**src/sv/fimc_pkg.sv**
```systemverilog
// ----------------------------------------------------------------------------
// Fan integral mode controller - shared definitions
// Payload types, register and mode codes, datapath operation codes, constants
// and the microcode table that drives the sequencer.
// ----------------------------------------------------------------------------
package fimc_pkg;

    typedef struct packed {
        logic [9:0]         pot_value;
        logic signed [11:0] temperature;
        logic [9:0]         smoke_adc;
        logic               button_pressed;
        logic [31:0]        now_ms;
    } t_in_item;

    typedef struct packed {
        logic [7:0]  fan_level;
        logic        alarm;
        logic [1:0]  mode;
        logic [5:0]  temp_setpoint;
        logic [13:0] smoke_ppm;
        logic        control_updated;
    } t_out_item;

    // configuration register indexes
    localparam logic [1:0] CFG_KI_GAIN    = 2'd0;
    localparam logic [1:0] CFG_SMOKE_LIM  = 2'd1;
    localparam logic [1:0] CFG_PERIOD     = 2'd2;
    localparam logic [1:0] CFG_DEBOUNCE   = 2'd3;

    localparam logic [15:0] RST_KI_GAIN   = 16'd256;
    localparam logic [13:0] RST_SMOKE_LIM = 14'd1000;
    localparam logic [15:0] RST_PERIOD    = 16'd1000;
    localparam logic [15:0] RST_DEBOUNCE  = 16'd200;

    // operating modes
    localparam logic [1:0] MODE_AUTO   = 2'd0;
    localparam logic [1:0] MODE_MANUAL = 2'd1;
    localparam logic [1:0] MODE_STOP   = 2'd2;

    // multiplier operations
    localparam logic [2:0] MUL_NONE      = 3'd0;
    localparam logic [2:0] MUL_POT40     = 3'd1;
    localparam logic [2:0] MUL_SMOKE9900 = 3'd2;
    localparam logic [2:0] MUL_POT255    = 3'd3;
    localparam logic [2:0] MUL_DIV1023   = 3'd4;
    localparam logic [2:0] MUL_KI_MAG    = 3'd5;
    localparam logic [2:0] MUL_BY_DT     = 3'd6;
    localparam logic [2:0] MUL_DIV125    = 3'd7;

    // register write actions
    localparam logic [2:0] ACT_NONE  = 3'd0;
    localparam logic [2:0] ACT_MODE  = 3'd1;
    localparam logic [2:0] ACT_SP    = 3'd2;
    localparam logic [2:0] ACT_PPM   = 3'd3;
    localparam logic [2:0] ACT_MAN   = 3'd4;
    localparam logic [2:0] ACT_SAT   = 3'd5;
    localparam logic [2:0] ACT_INTEG = 3'd6;
    localparam logic [2:0] ACT_DONE  = 3'd7;

    localparam logic [31:0] K_SP_SCALE   = 32'd40;
    localparam logic [31:0] K_PPM_SCALE  = 32'd9900;
    localparam logic [31:0] K_FAN_SCALE  = 32'd255;
    // ceil(2^34 / 1023), exact for dividends below 2^24
    localparam logic [31:0] RECIP_1023   = 32'd16793617;
    // ceil(2^38 / 125), exact for dividends below 2^31
    localparam logic [31:0] RECIP_125    = 32'd2199023256;
    // ki*mag*dt at or above this gives a step of at least 2^24
    localparam logic [63:0] STEP_SAT_LIM = 64'd1048576000;
    localparam logic [23:0] INTEG_MAX    = 24'hFF0000;
    localparam logic [5:0]  SP_BASE      = 6'd20;
    localparam logic [13:0] PPM_BASE     = 14'd100;

    localparam int          STEP_W    = 4;
    localparam logic [3:0]  STEP_DONE = 4'd10;

    typedef struct packed {
        logic [2:0] mul_op;
        logic [2:0] act;
        logic       jmp_skip;
        logic [3:0] target;
    } t_uword;

    typedef struct packed {
        logic       start;
        logic [2:0] mul_op;
        logic [2:0] act;
    } t_ctrl;

    typedef struct packed {
        logic skip;
        logic out_blocked;
    } t_stat;

    function automatic t_uword ucode(input logic [3:0] step);
        t_uword w;
        w = '{mul_op: MUL_NONE, act: ACT_DONE, jmp_skip: 1'b0, target: STEP_DONE};
        case (step)
            4'd0:  begin w.mul_op = MUL_POT40;     w.act = ACT_MODE;  end
            4'd1:  begin w.mul_op = MUL_DIV1023;   w.act = ACT_NONE;  end
            4'd2:  begin w.mul_op = MUL_SMOKE9900; w.act = ACT_SP;    end
            4'd3:  begin w.mul_op = MUL_DIV1023;   w.act = ACT_NONE;  end
            4'd4:  begin w.mul_op = MUL_POT255;    w.act = ACT_PPM;   end
            4'd5:  begin w.mul_op = MUL_DIV1023;   w.act = ACT_NONE;  end
            4'd6:  begin
                w.mul_op   = MUL_KI_MAG;
                w.act      = ACT_MAN;
                w.jmp_skip = 1'b1;
            end
            4'd7:  begin w.mul_op = MUL_BY_DT;     w.act = ACT_NONE;  end
            4'd8:  begin w.mul_op = MUL_DIV125;    w.act = ACT_SAT;   end
            4'd9:  begin w.mul_op = MUL_NONE;      w.act = ACT_INTEG; end
            default: begin w.mul_op = MUL_NONE;    w.act = ACT_DONE;  end
        endcase
        return w;
    endfunction

endpackage

```
**src/sv/fimc_seq.sv**
```systemverilog
// ----------------------------------------------------------------------------
// Fan integral mode controller - microcode sequencer
// Step counter over the control program, conditional skip of the integrator
// steps and input transfer handshake.
// ----------------------------------------------------------------------------
module fimc_seq
    import fimc_pkg::*;
(
    input  logic  i_clk,
    input  logic  i_rst_n,
    input  logic  i_in_valid,
    output logic  o_in_stall,
    input  t_stat i_stat,
    output t_ctrl o_ctrl
);

    logic              r_busy;
    logic [STEP_W-1:0] r_step;
    t_uword            uw;
    logic              start;

    assign uw         = ucode(r_step);
    assign start      = i_in_valid && !r_busy;
    assign o_in_stall = r_busy;

    always_comb begin
        o_ctrl.start  = start;
        o_ctrl.mul_op = r_busy ? uw.mul_op : MUL_NONE;
        o_ctrl.act    = ACT_NONE;
        if (r_busy && !(uw.act == ACT_DONE && i_stat.out_blocked)) begin
            o_ctrl.act = uw.act;
        end
    end

    always_ff @(posedge i_clk) begin
        if (!i_rst_n) begin
            r_busy <= 1'b0;
            r_step <= '0;
        end else if (start) begin
            r_busy <= 1'b1;
            r_step <= '0;
        end else if (r_busy) begin
            if (uw.act == ACT_DONE) begin
                if (!i_stat.out_blocked) begin
                    r_busy <= 1'b0;
                end
            end else if (uw.jmp_skip && i_stat.skip) begin
                r_step <= uw.target;
            end else begin
                r_step <= r_step + 1'b1;
            end
        end
    end

    a_step_range: assert property (@(posedge i_clk) disable iff (!i_rst_n)
        r_busy |-> r_step <= STEP_DONE)
        else $error("step counter beyond program");

    a_finish_at_done: assert property (@(posedge i_clk) disable iff (!i_rst_n)
        $fell(r_busy) |-> $past(r_step) == STEP_DONE && !$past(i_stat.out_blocked))
        else $error("sequencer left busy outside the final step");

endmodule

```
**src/sv/fimc_dp.sv**
```systemverilog
// ----------------------------------------------------------------------------
// Fan integral mode controller - datapath
// Configuration registers, item latch, shared multiplier with product
// register, mode and integrator state and the output register.
// ----------------------------------------------------------------------------
module fimc_dp
    import fimc_pkg::*;
(
    input  logic        i_clk,
    input  logic        i_rst_n,
    input  t_in_item    i_in_data,
    input  t_ctrl       i_ctrl,
    output t_stat       o_stat,
    output logic        o_out_valid,
    input  logic        i_out_stall,
    output t_out_item   o_out_data,
    input  logic        i_cfg_we,
    input  logic [1:0]  i_cfg_idx,
    input  logic [15:0] i_cfg_wdata
);

    logic [15:0] r_ki;
    logic [13:0] r_limit;
    logic [15:0] r_period;
    logic [15:0] r_debounce;

    t_in_item    r_item;
    logic [63:0] r_prod;
    logic [5:0]  r_sp;
    logic [13:0] r_ppm;
    logic [7:0]  r_man;
    logic        r_sat;
    logic        r_upd;

    logic [1:0]  r_mode;
    logic [7:0]  r_fan;
    logic [23:0] r_integ;
    logic [31:0] r_last_ctrl;
    logic [31:0] r_last_press;

    logic        r_out_valid;
    t_out_item   r_out;

    logic [31:0] mul_a;
    logic [31:0] mul_b;
    logic [63:0] mul_p;
    logic [12:0] err;
    logic [12:0] err_abs;
    logic [11:0] mag;
    logic [31:0] dt;
    logic [31:0] press_dt;
    logic [1:0]  n_mode;
    logic [23:0] q;
    logic [24:0] sum;
    logic [23:0] n_integ;
    logic [7:0]  fan_out;

    assign err     = {r_item.temperature[11], r_item.temperature} - {3'b000, r_sp, 4'b0000};
    assign err_abs = err[12] ? (13'd0 - err) : err;
    assign mag     = err_abs[11:0];
    assign dt      = r_item.now_ms - r_last_ctrl;
    assign press_dt = r_item.now_ms - r_last_press;

    always_comb begin
        case (i_ctrl.mul_op)
            MUL_POT40:     begin mul_a = {22'd0, r_item.pot_value}; mul_b = K_SP_SCALE;  end
            MUL_SMOKE9900: begin mul_a = {22'd0, r_item.smoke_adc}; mul_b = K_PPM_SCALE; end
            MUL_POT255:    begin mul_a = {22'd0, r_item.pot_value}; mul_b = K_FAN_SCALE; end
            MUL_DIV1023:   begin mul_a = {8'd0, r_prod[23:0]};      mul_b = RECIP_1023;  end
            MUL_KI_MAG:    begin mul_a = {16'd0, r_ki};             mul_b = {20'd0, mag}; end
            MUL_BY_DT:     begin mul_a = {4'd0, r_prod[27:0]};      mul_b = dt;          end
            MUL_DIV125:    begin mul_a = {1'b0, r_prod[29:0], 1'b0}; mul_b = RECIP_125;  end
            default:       begin mul_a = '0;                        mul_b = '0;          end
        endcase
    end

    assign mul_p = {32'd0, mul_a} * {32'd0, mul_b};

    always_comb begin
        case (r_mode)
            MODE_AUTO:   n_mode = MODE_MANUAL;
            MODE_MANUAL: n_mode = MODE_STOP;
            default:     n_mode = MODE_AUTO;
        endcase
    end

    assign q   = r_prod[61:38];
    assign sum = {1'b0, r_integ} + {1'b0, q};

    always_comb begin
        if (err[12]) begin
            n_integ = (r_sat || q > r_integ) ? 24'd0 : r_integ - q;
        end else if (r_sat || q >= INTEG_MAX || sum > {1'b0, INTEG_MAX}) begin
            n_integ = INTEG_MAX;
        end else begin
            n_integ = sum[23:0];
        end
    end

    always_comb begin
        case (r_mode)
            MODE_AUTO:   fan_out = r_fan;
            MODE_MANUAL: fan_out = r_man;
            default:     fan_out = 8'd0;
        endcase
    end

    assign o_stat.skip        = !(r_mode == MODE_AUTO && dt >= {16'd0, r_period});
    assign o_stat.out_blocked = r_out_valid && i_out_stall;
    assign o_out_valid        = r_out_valid;
    assign o_out_data         = r_out;

    always_ff @(posedge i_clk) begin
        if (!i_rst_n) begin
            r_ki       <= RST_KI_GAIN;
            r_limit    <= RST_SMOKE_LIM;
            r_period   <= RST_PERIOD;
            r_debounce <= RST_DEBOUNCE;
        end else if (i_cfg_we) begin
            case (i_cfg_idx)
                CFG_KI_GAIN:   r_ki       <= i_cfg_wdata;
                CFG_SMOKE_LIM: r_limit    <= i_cfg_wdata[13:0];
                CFG_PERIOD:    r_period   <= i_cfg_wdata;
                CFG_DEBOUNCE:  r_debounce <= i_cfg_wdata;
                default:       r_ki       <= r_ki;
            endcase
        end
    end

    // payload registers
    always_ff @(posedge i_clk) begin
        if (i_ctrl.start) begin
            r_item <= i_in_data;
        end
        if (i_ctrl.mul_op != MUL_NONE) begin
            r_prod <= mul_p;
        end
        case (i_ctrl.act)
            ACT_SP:  r_sp  <= SP_BASE + r_prod[39:34];
            ACT_PPM: r_ppm <= PPM_BASE + r_prod[47:34];
            ACT_MAN: r_man <= r_prod[41:34];
            ACT_SAT: r_sat <= r_prod >= STEP_SAT_LIM;
            default: r_sat <= r_sat;
        endcase
        if (i_ctrl.act == ACT_DONE) begin
            r_out.fan_level       <= fan_out;
            r_out.alarm           <= r_ppm >= r_limit;
            r_out.mode            <= r_mode;
            r_out.temp_setpoint   <= r_sp;
            r_out.smoke_ppm       <= r_ppm;
            r_out.control_updated <= r_upd;
        end
    end

    always_ff @(posedge i_clk) begin
        if (!i_rst_n) begin
            r_mode       <= MODE_AUTO;
            r_fan        <= 8'd0;
            r_integ      <= 24'd0;
            r_last_ctrl  <= 32'd0;
            r_last_press <= 32'd0;
            r_upd        <= 1'b0;
            r_out_valid  <= 1'b0;
        end else begin
            if (i_ctrl.start) begin
                r_upd <= 1'b0;
            end
            if (i_ctrl.act == ACT_MODE && r_item.button_pressed
                    && press_dt >= {16'd0, r_debounce}) begin
                r_mode       <= n_mode;
                r_last_press <= r_item.now_ms;
            end
            if (i_ctrl.act == ACT_INTEG) begin
                r_integ     <= n_integ;
                r_fan       <= n_integ[23:16];
                r_last_ctrl <= r_item.now_ms;
                r_upd       <= 1'b1;
            end
            if (i_ctrl.act == ACT_DONE) begin
                r_fan       <= fan_out;
                r_out_valid <= 1'b1;
            end else if (!i_out_stall) begin
                r_out_valid <= 1'b0;
            end
        end
    end

    a_integ_bound: assert property (@(posedge i_clk) disable iff (!i_rst_n)
        r_integ <= INTEG_MAX)
        else $error("integrator above full scale");

    a_upd_auto: assert property (@(posedge i_clk) disable iff (!i_rst_n)
        r_upd |-> r_mode == MODE_AUTO && r_fan == r_integ[23:16])
        else $error("integrator update outside automatic mode");

endmodule

```
**src/sv/fan_integral_mode_controller_top.sv**
```systemverilog
// ----------------------------------------------------------------------------
// Fan integral mode controller - top level
// Mode selection, integral cooling loop with clamp, and smoke alarm.
// ----------------------------------------------------------------------------
// Input channel: i_in_valid / o_in_stall carry one control pass (pot, temperature,
// smoke reading, press flag, millisecond time). Output channel: o_out_valid /
// i_out_stall carry one result per pass. A transfer happens when valid is high
// and stall is low.
// Configuration: i_cfg_we writes i_cfg_wdata into register i_cfg_idx
// (0 gain, 1 smoke limit, 2 control period, 3 debounce); write only while idle.
// Each pass runs a microcoded program over one shared 32x32 multiplier, one
// step a cycle except where the last step waits on the output: 8 steps
// when the integrator does not run, 11 when it does. The result is
// registered at the last step and appears in the cycle after it; one pass
// is in flight at a time, and o_in_stall is high while busy.
// The output register frees the sequencer; if a result is still held by a
// stalled receiver when the next one finishes, the last step waits.
// Reset (synchronous, active low) restores register defaults, automatic mode,
// zero fan level and integrator, and zero timestamps.
// ----------------------------------------------------------------------------
module fan_integral_mode_controller_top
    import fimc_pkg::*;
(
    input  logic        i_clk,
    input  logic        i_rst_n,
    input  logic        i_in_valid,
    output logic        o_in_stall,
    input  t_in_item    i_in_data,
    output logic        o_out_valid,
    input  logic        i_out_stall,
    output t_out_item   o_out_data,
    input  logic        i_cfg_we,
    input  logic [1:0]  i_cfg_idx,
    input  logic [15:0] i_cfg_wdata
);

    t_ctrl ctrl;
    t_stat stat;

    fimc_seq u_seq (
        .i_clk      (i_clk),
        .i_rst_n    (i_rst_n),
        .i_in_valid (i_in_valid),
        .o_in_stall (o_in_stall),
        .i_stat     (stat),
        .o_ctrl     (ctrl)
    );

    fimc_dp u_dp (
        .i_clk       (i_clk),
        .i_rst_n     (i_rst_n),
        .i_in_data   (i_in_data),
        .i_ctrl      (ctrl),
        .o_stat      (stat),
        .o_out_valid (o_out_valid),
        .i_out_stall (i_out_stall),
        .o_out_data  (o_out_data),
        .i_cfg_we    (i_cfg_we),
        .i_cfg_idx   (i_cfg_idx),
        .i_cfg_wdata (i_cfg_wdata)
    );

endmodule

```
**config.mk**
```make
export PLATFORM = sky130hd
export DESIGN_NAME = fan_integral_mode_controller_top
export DESIGN_NICKNAME = d
export VERILOG_FILES = /design/src/sv/fimc_pkg.sv /design/src/sv/fimc_seq.sv /design/src/sv/fimc_dp.sv /design/src/sv/fan_integral_mode_controller_top.sv
export SDC_FILE = /design/constraint.sdc
export NUM_CORES = 2
export LEC_CHECK = 0
export BUFFER_PORTS_ARGS = -buffer_cell sky130_fd_sc_hd__buf_2
export CORE_MARGIN = 5
export CORE_UTILIZATION = 50
export DETAILED_ROUTE_END_ITERATION = 8
export GPL_ROUTABILITY_DRIVEN = 0
export GPL_TIMING_DRIVEN = 1
export PLACE_DENSITY = 0.66
export SYNTH_ARGS = -nofsm -noshare
export SYNTH_HDL_FRONTEND = slang
export SYNTH_SLANG_ARGS = --single-unit
```
**constraint.sdc**
```tcl
create_clock -name i_clk -period 13.6 [get_ports i_clk]
set_clock_uncertainty 0.05 [all_clocks]
set_input_delay 2.72 -clock i_clk [delete_from_list [all_inputs] [get_ports i_clk]]
set_output_delay 2.72 -clock i_clk [all_outputs]
set_load 0.05 [all_outputs]
```
==> impl_results.md <==
- Run status: complete, no violations
- CP required: 13.86 ns
- Final Hold Fails: 0
- # IOs: 122
- Max Fclk: 81.0 MHz
- Worst-case headroom to the max-slew limit: 10.0%
- Fillers: 9637
- Post-route standard cell area excluding fillers: 56400 µm²
- Family with the most delay on the worst path: adder cells
- Critical path endpoint category: flop
- Remaining antenna violation count after routing: 0
- DRC violation count after routing: 0
- Total Die Area: 112000 µm²
- Cell variety after synth: 92
- Worst-skew pair later-pin latency: 0.59 ns
- Post-synth top flop: edfxtp_1
- Highest cell delay on the worst timing path: 0.85 ns
- Most repeated library cell on the critical path: fa_1
- DIE HEIGHT: 334 µm
- Final design utilization: 53.8%
- Chip width: 334 µm
- Setup repair after global routing missed its margin: false
- Largest cells by area after synthesis: fa_1 (33%), edfxtp_1 (11%), ha_1 (10%)
- Number of synthesized flops with an enable pin: 189
- Routed vias/inst: 5.74
- Share of flip-flops with an asynchronous set or reset: 0%
- Routed wire length: 165000 µm
- Crit path DAT: 12.60 ns
- Average instance area after synthesis: 8.88 µm²
- Initial DRC Count: 3983
- Placement Rows: 119
- Clock root buffer master: clkbuf_16
- Clock tree from TritonCTS: built
- Net count of the finished layout: 7370
- Overall fraction of global-route tracks in use: 29.6%
- Library cell contributing the largest single delay on the critical path: xor2_1
- Clock transition time at the flip-flop clock pins of the worst setup and hold paths: 0.06 ns
- # port buffers: 121
- Number of antenna violations at the first check in global routing: 2
- HPWL reported at the end of detailed placement: 131000 µm
- Final Setup Violations: 0
- Starting utilization of the core area: 50.1%
- Classification of the worst setup path: reg -> reg
- Yosys warnings: 0
- Most frequent cells in the layout: inv_1 (1074), nand2_1 (953), fa_1 (871)
- Total vias in the final route: 42600
- Clk sink count: 356
- Number of iterations in the first detailed-routing pass: 8
- Post-cts resize count: 0
- Number of buffers inserted during clock tree synthesis: 40
- Gate Count Post-Synth: 5930
- Setup TNS: 0 ns
- Leakage: 26.3 nW
- Cell accounting for the most synthesized area: fa_1
- VDD IR max: 120 µV
- Leftover overflow at the end of global routing: 0
- Hold buffer count at CTS: 0
- Post-synthesis instance area: 52600 µm²
- Sequential-to-total area share from yosys stat: 17.1%
- Tmin final: 12.34 ns
- Buffers & Inverters on Critical Path: 7
- Vias in the first global route: 43400
- Power density of the placed cells: 57.6 nW/µm²
- Clock H-tree levels: 2
- Post-synthesis to final-layout area growth: 7.20%
- Hold Path Class: reg -> reg
- Number of synthesized register bits: 356
- Pin count of the biggest net entering global routing: 89
- Most common cell after layout, fill and taps aside: inv_1
- Type of element launching the critical path: flop
- CTS Buffer Depth: 3
- Post-placement cell area: 55000 µm²
- Wire length of the first global-routing pass: 256000 µm
- Average wire length per cell after detail routing: 22.3 µm
- Share of Yosys cell area claimed by the top area cell type: 33.1%
- Post-CTS setup buffer count: 0
- Actual slew at the worst max-slew pin: 1.35 ns
- Core area: 105000 µm²
- Part of the cycle the worst path needs: 90.7%
- Max Transition Viols Final: 0
- # Max-Cap Violations: 0
- Layout cell share with drive strength beyond 1: 5.83%
- Critical-path maximum fanout: 23
## state kept, by name, indices dropped and copies added (netlist names), 2 cells and up
| name | flops |
|---|---|
| u_dp.o_out_data | 32 |
| u_dp.r_debounce | 16 |
| u_dp.r_fan | 8 |
| u_dp.r_integ | 24 |
| u_dp.r_item | 65 |
| u_dp.r_ki | 16 |
| u_dp.r_last_ctrl | 32 |
| u_dp.r_last_press | 32 |
| u_dp.r_limit | 14 |
| u_dp.r_man | 8 |
| u_dp.r_mode | 2 |
| u_dp.r_period | 16 |
| u_dp.r_ppm | 14 |
| u_dp.r_prod | 63 |
| u_dp.r_sp | 6 |
| u_seq.r_step | 4 |
## report_power, final
part	internal, mW	total, mW	switching (mW)
clock network	0.683	1.17	0.484
registers	1.19	1.25	0.0531
logic	0.304	0.840	0.536
## per-stage QoR
stage	cells	setup WS (ns)	power (mW)	hold slack, ns
after floorplan	5985	3.50	1.81	0.358
after global placement	7334	1.65	2.08	0.389
after detailed placement	7334	1.51	2.09	0.396
after CTS	7408	1.48	3.26	0.408
after global routing	7409	0.608	3.40	0.420
final	7413	1.26	3.25	0.409
## final timing paths
path	to	from	slack, ns	cells after the start
max	u_dp.r_prod[58]	u_dp.r_item[10]	1.26	36
min	u_dp.o_out_data[18]	u_dp.r_sp[3]	0.41	0
max reg2reg	u_dp.r_prod[58]	u_dp.r_item[10]	1.26	36
min reg2reg	u_dp.o_out_data[18]	u_dp.r_sp[3]	0.41	0
## worst reg2reg max path: cells and delay by family, from the launching register on
| kind | cells | cell delay [ns] |
|---|---|---|
| AO/OA/AOI/OAI | 15 | 4.56 |
| adder cells (fa/ha/maj) | 10 | 4.90 |
| flip-flops | 1 | 0.46 |
| AND/OR/NAND/NOR | 2 | 0.40 |
| buffers and inverters | 7 | 0.81 |
| XOR/XNOR | 2 | 0.93 |
## synthesized netlist by cell type, types with 10 or more instances
cell type  number
inv_1        1075
nand2_1       953
fa_1          871
nor2_1        527
ha_1          426
clkbuf_1      238
a21oi_1       203
edfxtp_1      189
dfxtp_1       167
xnor2_1       124
o21ai_0       117
a21boi_0       95
a21o_1         94
mux2i_1        54
nand3_1        48
xor2_1         48
and2_1         46
nand4_1        41
o21bai_1       39
a22oi_1        38
a31oi_1        34
nor3_1         34
nand2b_1       33
o211ai_1       30
and3_1         28
nor2b_1        27
o21a_1         26
a211oi_1       24
buf_2          22
nor4_1         22
o31ai_1        22
a22o_1         17
a32oi_1        16
or3_1          14
o21ai_1        13
buf_1          12
or2_2          11
and4_1         10
## area by class of cell
| type | instances | area, µm² | share of cell area (%) |
|---|---|---|---|
| diodes | 5 | 12.5 | 0.0222 |
| clock buffers | 51 | 1110 | 1.98 |
| clock inverters | 23 | 278 | 0.492 |
| inverters | 1075 | 4040 | 7.15 |
| multi-input cells | 4277 | 38800 | 68.7 |
| flip-flops and latches | 356 | 9020 | 16.0 |
| well taps | 1391 | 1740 | 3.08 |
| repair buffers | 235 | 1460 | 2.59 |
## kinds of logic (layout without fill, tap and decap cells)
| logic type | Yosys count | after routing | synth area share (%) |
|---|---|---|---|
| compound gates | 872 | 872 | 11.2 |
| xor+xnor | 172 | 172 | 2.86 |
| mux | 55 | 55 | 1.05 |
| fa+ha+maj | 1297 | 1297 | 43.2 |
| flops | 356 | 356 | 17.1 |
| buf+inv | 1352 | 1384 | 9.81 |
| simple gates | 1824 | 1824 | 14.7 |
| other cells | 2 | 62 | 0.0143 |
## per-layer routing
metal  GRT usage [%]  vias up  share of wire, %
met3            6.40      561               9.5
met4            15.2        0               6.6
li1                -    18800                 -
met5               0        -                 0
met2            46.6     2071                45
met1            38.9    21100                39
(Power assumes the default switching activity.)
